==> config.mk <==
export PLATFORM = sky130hd
export DESIGN_NAME = kdmb_ctrl
export DESIGN_NICKNAME = d
export VERILOG_FILES = /design/src/sv/kd_tree_median_build_macros.svh /design/src/sv/kdmb_pkg.sv /design/src/sv/kdmb_ctrl.sv
export SDC_FILE = /design/constraint.sdc
export NUM_CORES = 1
export LEC_CHECK = 0
export BUFFER_PORTS_ARGS = -buffer_cell sky130_fd_sc_hd__buf_2
export CAP_MARGIN = 15
export CORE_MARGIN = 1.5
export CORE_UTILIZATION = 40
export DETAILED_ROUTE_END_ITERATION = 8
export PLACE_DENSITY = 0.74
export SLEW_MARGIN = 5
export SYNTH_ARGS = -nofsm -noshare
export SYNTH_HDL_FRONTEND = slang
export SYNTH_SLANG_ARGS = --single-unit
==> constraint.sdc <==
create_clock -name clock -period 1.5 [get_ports clock]
set_input_delay 0.225 -clock clock [delete_from_list [all_inputs] [get_ports clock]]
set_output_delay 0.225 -clock clock [all_outputs]
set_load 0.02 [all_outputs]
==> src/sv/kd_tree_median_build_macros.svh <==
// Assertion macros for the kd-tree build block.
// KDMB_ASSERT_NOW: consequent checked in the same cycle as the antecedent.
// KDMB_ASSERT_NEXT: consequent checked in the cycle after the antecedent.
`ifndef KD_TREE_MEDIAN_BUILD_MACROS_SVH
`define KD_TREE_MEDIAN_BUILD_MACROS_SVH
`ifndef SYNTH
`define KDMB_ASSERT_NOW(label, clk, rst, ante, cons) \
   label: assert property (@(posedge clk) disable iff (rst) (ante) |-> (cons)) \
      else $error("kd-tree build: same-cycle check failed");
`define KDMB_ASSERT_NEXT(label, clk, rst, ante, cons) \
   label: assert property (@(posedge clk) disable iff (rst) (ante) |=> (cons)) \
      else $error("kd-tree build: next-cycle check failed");
`else
`define KDMB_ASSERT_NOW(label, clk, rst, ante, cons)
`define KDMB_ASSERT_NEXT(label, clk, rst, ante, cons)
`endif
`endif

==> src/sv/kdmb_pkg.sv <==
package kdmb_pkg;

   localparam int IN_W        = 32;
   localparam int SLOT_W      = 6;
   localparam int ID_W        = 6;
   localparam int AXIS_W      = 2;
   localparam int STACK_DEPTH = 16;
   localparam int SP_W        = 5;

   // datapath operations, one per cycle
   typedef enum logic [4:0] {
      OP_NONE,
      OP_LOAD,
      OP_INIT,
      OP_ROOT,
      OP_POP,
      OP_PIVA,
      OP_PIVB,
      OP_PIVC,
      OP_SCAN,
      OP_KEY,
      OP_CMP,
      OP_WR2,
      OP_FINA,
      OP_FINB,
      OP_FINC,
      OP_NODE,
      OP_EMIT_INIT,
      OP_EMRD,
      OP_EMIT_ADV
   } dp_op_type;

   typedef enum logic [4:0] {
      S_LOAD,
      S_INIT,
      S_ROOT,
      S_NEXT,
      S_RANGE,
      S_SEL,
      S_PIVB,
      S_PIVC,
      S_SCAN,
      S_KEY,
      S_CMP,
      S_WR2,
      S_FINB,
      S_FINC,
      S_NODE,
      S_EMRD,
      S_EMIT
   } state_type;

   typedef struct packed {
      dp_op_type op;
   } cmd_type;

   typedef struct packed {
      logic init_last;
      logic stack_empty;
      logic range_empty;
      logic sel_small;
      logic scan_done;
      logic is_less;
      logic p_eq_mid;
      logic emit_last;
   } status_type;

endpackage

==> src/sv/kdmb_ctrl.sv <==
module kdmb_ctrl import kdmb_pkg::*; (
   input  logic       clock,
   input  logic       reset,
   input  logic       req_valid,
   input  logic       req_final,
   output logic       req_ready,
   output logic       rsp_valid,
   input  logic       rsp_ready,
   input  status_type status,
   output cmd_type    cmd
);

   state_type state_ff;
   state_type state_in;

   always_ff @(posedge clock) begin
      if (reset) begin
         state_ff <= S_LOAD;
      end else begin
         state_ff <= state_in;
      end
   end

   always_comb begin
      state_in  = state_ff;
      cmd.op    = OP_NONE;
      req_ready = 1'b0;
      rsp_valid = 1'b0;
      case (state_ff)
         S_LOAD: begin
            req_ready = 1'b1;
            if (req_valid) begin
               cmd.op = OP_LOAD;
               if (req_final) state_in = S_INIT;
            end
         end
         S_INIT: begin
            cmd.op = OP_INIT;
            if (status.init_last) state_in = S_ROOT;
         end
         S_ROOT: begin
            cmd.op   = OP_ROOT;
            state_in = S_NEXT;
         end
         S_NEXT: begin
            if (status.stack_empty) begin
               cmd.op   = OP_EMIT_INIT;
               state_in = S_EMRD;
            end else begin
               cmd.op   = OP_POP;
               state_in = S_RANGE;
            end
         end
         S_RANGE: begin
            state_in = status.range_empty ? S_NEXT : S_SEL;
         end
         S_SEL: begin
            if (status.sel_small) begin
               state_in = S_NODE;
            end else begin
               cmd.op   = OP_PIVA;
               state_in = S_PIVB;
            end
         end
         S_PIVB: begin
            cmd.op   = OP_PIVB;
            state_in = S_PIVC;
         end
         S_PIVC: begin
            cmd.op   = OP_PIVC;
            state_in = S_SCAN;
         end
         S_SCAN: begin
            if (status.scan_done) begin
               cmd.op   = OP_FINA;
               state_in = S_FINB;
            end else begin
               cmd.op   = OP_SCAN;
               state_in = S_KEY;
            end
         end
         S_KEY: begin
            cmd.op   = OP_KEY;
            state_in = S_CMP;
         end
         S_CMP: begin
            cmd.op   = OP_CMP;
            state_in = status.is_less ? S_WR2 : S_SCAN;
         end
         S_WR2: begin
            cmd.op   = OP_WR2;
            state_in = S_SCAN;
         end
         S_FINB: begin
            cmd.op   = OP_FINB;
            state_in = S_FINC;
         end
         S_FINC: begin
            cmd.op   = OP_FINC;
            state_in = status.p_eq_mid ? S_NODE : S_SEL;
         end
         S_NODE: begin
            cmd.op   = OP_NODE;
            state_in = S_NEXT;
         end
         S_EMRD: begin
            cmd.op   = OP_EMRD;
            state_in = S_EMIT;
         end
         S_EMIT: begin
            rsp_valid = 1'b1;
            if (rsp_ready) begin
               cmd.op   = OP_EMIT_ADV;
               state_in = status.emit_last ? S_LOAD : S_EMRD;
            end
         end
         default: begin
            state_in = S_LOAD;
         end
      endcase
   end

endmodule

# Word level (Yosys, flattened, before mapping)
# Cells that the tools add are included.
[word_totals]
regBits = 5
[classes]
n_eq_ne = 20
n_mux = 20
reduce_logical = 4
[op_table]
columns = ["operator", "count"]
rows = [
  ["case mux 5 bit (16 select lines)", 1],
  ["case mux 5 bit (15 select lines)", 1],
  ["== test 5 x 4 -> 1 bit (second input constant)", 8],
  ["two-way mux 5 bit", 6],
  ["== test 5 x 3 -> 1 bit (second input constant)", 4],
  ["two-way mux 4 bit", 4],
  ["two-way mux 3 bit", 4],
  ["== test 5 x 2 -> 1 bit (second input constant)", 2],
  ["!= test 2 bit (second input constant)", 4],
  ["== test 5 x 1 -> 1 bit (second input constant)", 1],
  ["== test 5 bit (second input constant)", 1],
  ["zero test 5 bit", 1],
  ["AND reduction 4 bit", 1],
  ["OR reduction 2 bit", 2],
  ["two-way mux 1 bit", 3],
  ["two-way mux 2 bit", 1],
]

# Longest topological paths before layout
# Gate-level depths: netlist of run 1.
[logic_depth]
word_depth = 3
ltp_mapped = 6

# Worst setup path after synthesis of run 1
# Ideal clock, no wire load.
[synth_path]
path_kind = "reg-to-output"
from = "reg state_ff[2]"
to = "out cmd[2] in the netlist's numbering"
t_arrival_ns = 1.392
t_required_ns = 1.275
stages_incl_launch_ff = 5
path_slack_ns = -0.117
path_cell_list = "dfxtp_1 buf_2 buf_2 a31oi_1 o31ai_1"
[synth_rtl]
columns = ["item", "line", "source"]
rows = [
  ["from (decl)", "kdmb_ctrl.sv:13", "state_type state_ff;"],
  ["from (signal assigned)", "kdmb_ctrl.sv:20", "state_ff <= state_in;"],
  ["to (decl)", "kdmb_ctrl.sv:10", "output cmd_type cmd"],
]

==> results.md, run 1 <==
Clocking:
- The TritonCTS clock tree is built.
- The master cell of the clock root buffer is clkbuf_4.
- The insertion delay to the later sink of the worst-skew pair is 0.26 ns.
- Clock-pin slew was measured on the worst setup and hold paths at 0.06 ns.
- The depth of the CTS H-tree is 1.
- TritonCTS created 3 clock buffers.
- The clock sink total is 5.
- The deepest clock path buffer count is 2.

Floorplan:
- The die covers 0.00177 mm2.
- In this run the vertical extent of the chip is 42.1 um.
- 20 I/O pins were placed.
- The floorplan core area is 0.00137 mm2.
- From left edge to right edge, the die measures 42.1 um.
- After floorplanning, the core was divided into 13 placement rows.
- The starting density of the core is 44.8%.

Global routing:
- The via count of the first global-routing pass is 852.
- Across every metal layer, demand over resource in global routing totals 29.1%.
- The first global-routing pass estimated 3960 um of wire.
- The number of antenna violations at the first check in global routing came to 0.
- Summed over all layers, the global routing overflow is 0.
- The largest net degree at the start of global routing is 14.

Setup path:
- The combined buffer and inverter count along the critical path is 2.
- The worst setup path is of the reg -> out kind.
- Among cell families on the critical path, the largest total delay comes from flip-flops.
- The startpoint of the most critical register-to-register path is state_ff[0]$_SDFFE_PP0P_.
- The delay of the slowest cell on the worst path is 0.38 ns.
- STA puts the critical path data arrival time at 1.51 ns.
- Counting stages on the worst path, the most repeated cell is buf_4.
- The required time of the critical path is 1.27 ns.
- The endpoint class of the critical path is a primary output.
- The cell type of the slowest stage on the worst timing path is dfxtp_4.
- Tracing the worst setup path back leads to its startpoint at state_ff[3]$_SDFFE_PP0P_.
- The signal on the critical path passes through buf_4 -> nor2b_2 -> a22oi_1 -> o31ai_2 -> buf_4.
- The worst setup path is launched from a flip-flop.
- The critical-path maximum fanout is 6.

Layout:
- The filler cells instantiated in the layout total 90.
- The final cell count without fillers is 149.
- The share of cells above drive strength 1 is 60.4%.
- The register with the highest flop count is state_ff.
- The total non-filler cell area in the finished layout is 0.00109 mm2.
- The number of antenna diodes in the final layout is 0.
- After the last flow step, the layout net total stands at 148.
- The area added between synthesis and finish is 77.7%.
- The final cell utilization of the core is 79.6%.
- The register with the most flip-flops in the layout has 5 of them.
- The largest registers in the layout are state_ff x5.

Power and ir drop:
- The highest ir drop seen on vdd is 0.000545 V.
- For this design the total switching power over the nets is 206 uW.
- Dividing total power by cell area gives a power density of 511 mW/mm2.
- Summing internal, switching and leakage power gives 555 uW.
- The internal portion of the total power is 350 uW.
- The fraction of power consumed by the clock network is 31.1%.
- In this run, flip-flops and latches consume 25.6% of the power.
- The combinational fraction of design power is 43.2%.
- Net switching is 37.0% of the power.
- The leakage power total is 0.474 nW.

Routing:
- In the final routing, the length of wire on met1 measures 1090 um.
- The DRC violations left is 0.
- The length of routed met2 wiring is 1440 um.
- In the detailed route, the total length drawn on met3 is 143 um.
- The detailed router used layers up to and including met4.
- The count of antenna-violating nets left after detailed routing is 0.
- The wire length after detailed routing is 2800 um.
- The routed length per instance is 18.8 um.
- Using the TritonRoute via totals, the vias-per-cell ratio works out to 6.22.
- The count of TritonRoute iterations in the first routing pass is 4.
- For this block, the via count after detailed routing is 927.
- The count of routing violations after the opening detailed-route iteration is 26.

Synth:
- The cell count after synthesis is 91.
- The biggest area contributor in the post-synthesis netlist is dfxtp_1.
- The share of synthesized area in the top cell type comes to 16.4%.
- The number of library cell types mapped by synthesis is 36.
- A synthesized cell averages 6.72 um2.
- The number of synthesized register bits is 5.
- The proportion of synthesized chip area in sequential cells is 16.4%.
- The mapped netlist covers 612 um2.
- The commonest cells after synthesis are a21oi_1, nor2_1, buf_2, inv_1.
- Yosys attributes the largest share of cell area to dfxtp_1, a21oi_1, nor2_1, buf_2, a31oi_1.
- The flip-flop cell with the highest count after synthesis is dfxtp_1.
- The synthesized netlist net count is 104.
- The warning count from the yosys run is 0.
- After synthesis, the share of flip-flops with an asynchronous set or reset is 0%.
- The number of enable flip-flop cells after synthesis is 0.

Placement:
- The HPWL reported at the end of detailed placement is 1480 um.
- The instance area after placement is 827 um2.
- The count of buffers added on input and output ports is 19.
- The final RePlAce weighted congestion is 0.926.
- The cell total after placement is 134.

Timing:
- The number of failing hold endpoints at the final stage came to 0.
- The top achievable clock speed is 578 MHz.
- Setup repair after global routing could not meet its margin everywhere.
- In the post-route analysis, the smallest setup slack over all paths is -0.231 ns.
- On the final layout, the worst clock skew is 0.0148 ns.
- The count of pins over their slew limit was 0.
- The part of the cycle the worst path needs is 115%.
- The final critical-path required period is 1.73 ns.
- The slew at the pin closest to its max-slew limit is 0.318 ns.
- Setup violations remaining at the end of the flow were counted as 8.
- The worst slew margin relative to its limit is 78.8%.

Outcome:
- The checks that failed: negative setup slack.
- The flow ran to the end, but the final reports show violations.

Min path:
- The type of the worst min-delay path is in -> reg.
- The startpoint of the lowest-slack hold path is reset.

Run:
- Across the run, the number of max-cap violations was 0.
## cell families (layout without fill, tap and decap cells)
kind of cell | count (synthesis) | after routing | synth area share [%]
AND/OR/NAND/NOR | 33 | 33 | 30.3
AO/OA/AOI/OAI | 33 | 33 | 36.2
XOR/XNOR | 3 | 3 | 4.30
buffers and inverters | 17 | 60 | 12.9
flip-flops | 5 | 5 | 16.4
## cells in the final DEF (no fill, tap or decap), drive strengths merged, types with 2 or more instances in the layout
cell and count:
buf 48, nor2 9, a21oi 9, inv 8, o21ai 6, nand2 5, nor4 5, dfxtp 5
a31oi 4, clkbuf 4, o211ai 3, nor3 3, nor2b 2, a21o 2, nand3b 2, a311oi 2
xor2 2, nand3 2
## final timing paths
path | endpoint | slack (ns) | depth (start not counted)
min reg2reg | state_ff[1]$_SDFFE_PP0P_ | 0.77 | 2
min | state_ff[0]$_SDFFE_PP0P_ | 0.17 | 2
max | cmd[2] | -0.23 | 5
max reg2reg | state_ff[0]$_SDFFE_PP0P_ | -0.07 | 7
## routing by layer
layer	track usage (%)	vias to the layer above
li1	-	418
met1	33.6	446
met2	52.8	49
met3	6.47	14
met4	9.38	0
met5	0	-
## cell type report
type                    count  area, um2  share of cell area (%)
clock buffers               4       26.3                    2.42
inverters                   8       35.0                    3.22
multi-input cells          69        528                    48.6
flip-flops and latches      5        111                    10.2
well taps                  15       18.8                    1.73
repair buffers             48        368                    33.8
## worst reg2reg max path: stages (launching register included)
cell and delay (ns):
dfxtp_2 0.35, buf_8 0.15, nor4_4 0.21, buf_4 0.20, buf_6 0.09, and3_4 0.20, nor2_1 0.06, a311oi_2 0.23
## per-stage QoR
step / hold WS [ns] / worst slack (ns) / setup TNS, ns
2_1_floorplan: 0.293 / 0.00422 / 0
3_3_place_gp: 0.425 / 0.0196 / 0
3_5_place_dp: 0.433 / 0.00930 / 0
4_1_cts: 0.163 / -0.163 / -0.666
5_1_grt: 0.166 / -0.281 / -1.76
6_report: 0.170 / -0.231 / -1.18
## power groups by stage
| stage | registers, mW | logic (mW) | clock network, mW |
|---|---|---|---|
| global route | 0.142 | 0.254 | 0.185 |
| finish | 0.142 | 0.240 | 0.173 |
| global placement | 0.144 | 0.166 | 0 |
| CTS | 0.140 | 0.208 | 0.165 |
| floorplan | 0.142 | 0.110 | 0 |
| detailed placement | 0.144 | 0.170 | 0 |
## timing repair
item / CTS / global route
pin swaps: 7 / 7
setup buffers: 7 / 4
resized for setup: 33 / 13
hold buffers: 0 / 0
endpoints found under the setup margin: 8 / 11
Note: power is estimated with default switching activity, not from simulation.
==> run 2: changes to the inputs <==
Settings changed: GPL_TIMING_DRIVEN set to 0, REMOVE_ABC_BUFFERS set to 1.
==> run 2 against run 1 <==
The flow still finishes with violations (negative setup slack). Fmax is 4.4% higher. Sequential share of layout area increased by 2.3 points. Largest power group unchanged. Core utilization down 12 points. Sequential power up 5%. Power is 11% lower. Largest cell class unchanged.
==> results.md, run 2 (synthesis results as in run 1) <==
Timing:
- The worst slew margin relative to its limit is 77.4% (-1.4 points).
- The final worst slack is -0.157 ns (+0.0735 ns).
- The maximum clock skew at final layout is 0.00620 ns (-0.00862 ns).
- Setup repair after global routing could not meet its margin everywhere.
- The top achievable clock speed is 603 MHz (+4.4%).
- The part of the cycle the worst path needs is 110% (-4.9 points).
- The slew at the pin closest to its max-slew limit was 0.338 ns (+0.0208 ns).
- The number of failing hold endpoints at the final stage is 0 (unchanged).
- The number of setup violations in the final report came to 9 (+1).
- The count of pins over their slew limit was 0 (unchanged).
- The final critical-path required period was 1.66 ns (-0.0735 ns).
- The aggregate negative setup slack is -0.685 ns (+0.498 ns).

Floorplan:
- The area enclosed by the die boundary is 0.00177 mm2 (unchanged).
- The number of rows created at floorplan is 13 (unchanged).
- The chip height is 42.1 um (unchanged).
- The number of top-level pins was 20 (unchanged).
- The starting density of the core is 44.8% (unchanged).
- The floorplan die width is 42.1 um (unchanged).
- The floorplan core area is 0.00137 mm2 (unchanged).

Layout:
- The area of combinational cells with multiple inputs is 472 um2 (-11%).
- The area taken by flip-flops and latches is 116 um2 (+4.5%).
- The number of nets in the layout came to 135 (-8.8%).
- state_ff holds more flip-flops than any other register.
- From synthesis to final layout, the design area changed by 51.1%.
- The total non-filler cell area in the finished layout is 925 um2 (-15%).
- In the layout the commonest cells are buf_2, buf_4, a21oi_1.
- In the final layout, the registers with the most flip-flops are state_ff x5.
- The number of fill cells was 120 (+33%).
- The number of diodes added for antenna fixing is 0 (unchanged).
- The share of cells above drive strength 1 is 45.5% (-15 points).
- The flip-flop count of the largest register, all copies and words added is 5 (unchanged).

Clocking:
- The TritonCTS clock tree is built.
- The clock input transition at the sequential cells of the worst setup and hold paths is 0.04 ns (-0.02 ns).
- The insertion delay to the later sink of the worst-skew pair is 0.24 ns (-0.02 ns).
- The master cell of the clock root buffer is clkbuf_4.
- The clock sink total came to 5 (unchanged).
- The deepest clock path buffer count is 2 (unchanged).
- The number of clock buffers inserted by TritonCTS came to 3 (unchanged).
- The depth of the CTS H-tree is 1 (unchanged).

Setup path:
- The arrival time reported for the critical path endpoint is 1.43 ns (-0.08 ns).
- The required time of the critical path is 1.27 ns (about the same).
- The critical-path maximum fanout is 6 (unchanged).
- The element type at the critical path start is a flip-flop.
- The cell type of the slowest stage on the worst timing path is or4_4.
- The combined buffer and inverter count along the critical path came to 2 (unchanged).
- The cell with the most instances on the worst path is buf_6.
- The endpoint class of the critical path is a primary output.
- The critical path is of the reg -> out type.
- Grouping stages by cell kind, the critical path spends the most delay in simple AND/OR/NAND/NOR gates.
- Walking the worst path, the cells encountered are buf_6 -> or4_4 -> nor2_4 -> buf_6.
- The delay of the slowest cell on the worst path is 0.51 ns (+0.13 ns).

Placement:
- The HPWL reported at the end of detailed placement is 1120 um (-25%).
- The instance area after placement is 677 um2 (-18%).
- The count of port buffers added during placement is 19 (unchanged).
- The final RePlAce weighted congestion is 0.863 (-6.8%).

Power and ir drop:
- The leakage power total came to 0.402 nW (-15%).
- The total power density per cell area is 534 mW/mm2 (+4.5%).
- The highest ir drop seen on vdd is 0.000352 V (-35%).

Run:
- The total of max-cap violations came to 0 (unchanged).

Global routing:
- The number of antenna violations at the first check in global routing is 0 (unchanged).
- The largest net degree at the start of global routing was 20 (+6).
- The first-pass GRT wire length is 2940 um (-26%).
- The via count of the first global-routing pass is 691 (-19%).
- The total global-route track usage is 20.5% (-8.6 points).
- The total congestion overflow after global routing is 0 (unchanged).

Routing:
- The routed length per instance was 14.2 um (-24%).
- The count of TritonRoute iterations in the first routing pass is 4 (unchanged).
- The total number of vias is 813 (-12%).
- The count of antenna-violating nets left after detailed routing was 0 (unchanged).
- The wire length after detailed routing is 1940 um (-31%).
- The ratio of routed vias to standard cells is 5.98 (-3.9%).
- The count of routing violations after the opening detailed-route iteration is 51 (+96%).
- The DRC violations left came to 0 (unchanged).

Outcome:
- The checks that failed: negative setup slack.
- The run finished, with violations left.

Min path:
- The path class of the tightest hold or removal check is in -> reg.
run 2: cell count changes in the layout (fill, tap and decap cells not counted), moves of 3 or more:
cell,delta
buf_6,-5
a21oi_1,+3
a21oi_2,-3
buf_2,+3
buf_4,-12
run 2: through the flow:
stage	setup slack, ns	utilization [%]	power (mW)	instances	hold slack (ns)
after floorplan	-0.338	-	0.238	82	0.293
after CTS	-0.171	57.3	0.453	126	0.170
after detailed placement	-0.397	49.5	0.285	116	0.428
after global routing	-0.202	67.7	0.525	136	0.181
final	-0.157	67.7	0.493	136	0.180
after global placement	-0.358	49.5	0.281	116	0.425
run 2: where the power goes:
group	switching, mW	internal [mW]	total (mW)
clock	0.0527	0.100	0.153
combinational	0.0909	0.101	0.191
sequential	0.0149	0.134	0.149
run 2: final cells by class:
cell class / count / share of cell area (%)
clock buffer: 4 / 2.84
multi-input combinational: 69 / 51.0
sequential: 5 / 12.6
inverter: 8 / 3.25
timing repair buffer: 35 / 28.3
tap: 15 / 2.03
run 2: worst paths after layout:
check	start	to	slack, ns	cells after the start
setup / recovery	state_ff[3]$_SDFFE_PP0P_	req_ready	-0.16	4
hold / removal	reset	state_ff[0]$_SDFFE_PP0P_	0.18	2
setup reg to reg	state_ff[3]$_SDFFE_PP0P_	state_ff[0]$_SDFFE_PP0P_	-0.10	5
hold reg to reg	state_ff[1]$_SDFFE_PP0P_	state_ff[4]$_SDFFE_PP0P_	0.67	3
run 2: what timing repair did:
item                                    in CTS  in global routing
hold buffers                                 0                  0
pin swaps                                    3                  2
hold endpoints to repair                     0                  0
gates resized for setup                     15                 13
buffers inserted                             6                 10
endpoints found under the setup margin      12                 10
run 2: metal layers:
layer	global-route usage [%]	share of wire [%]
met4	5.63	0.77
met2	35.0	49
met5	0	0
met3	1.29	6.9
met1	27.9	44
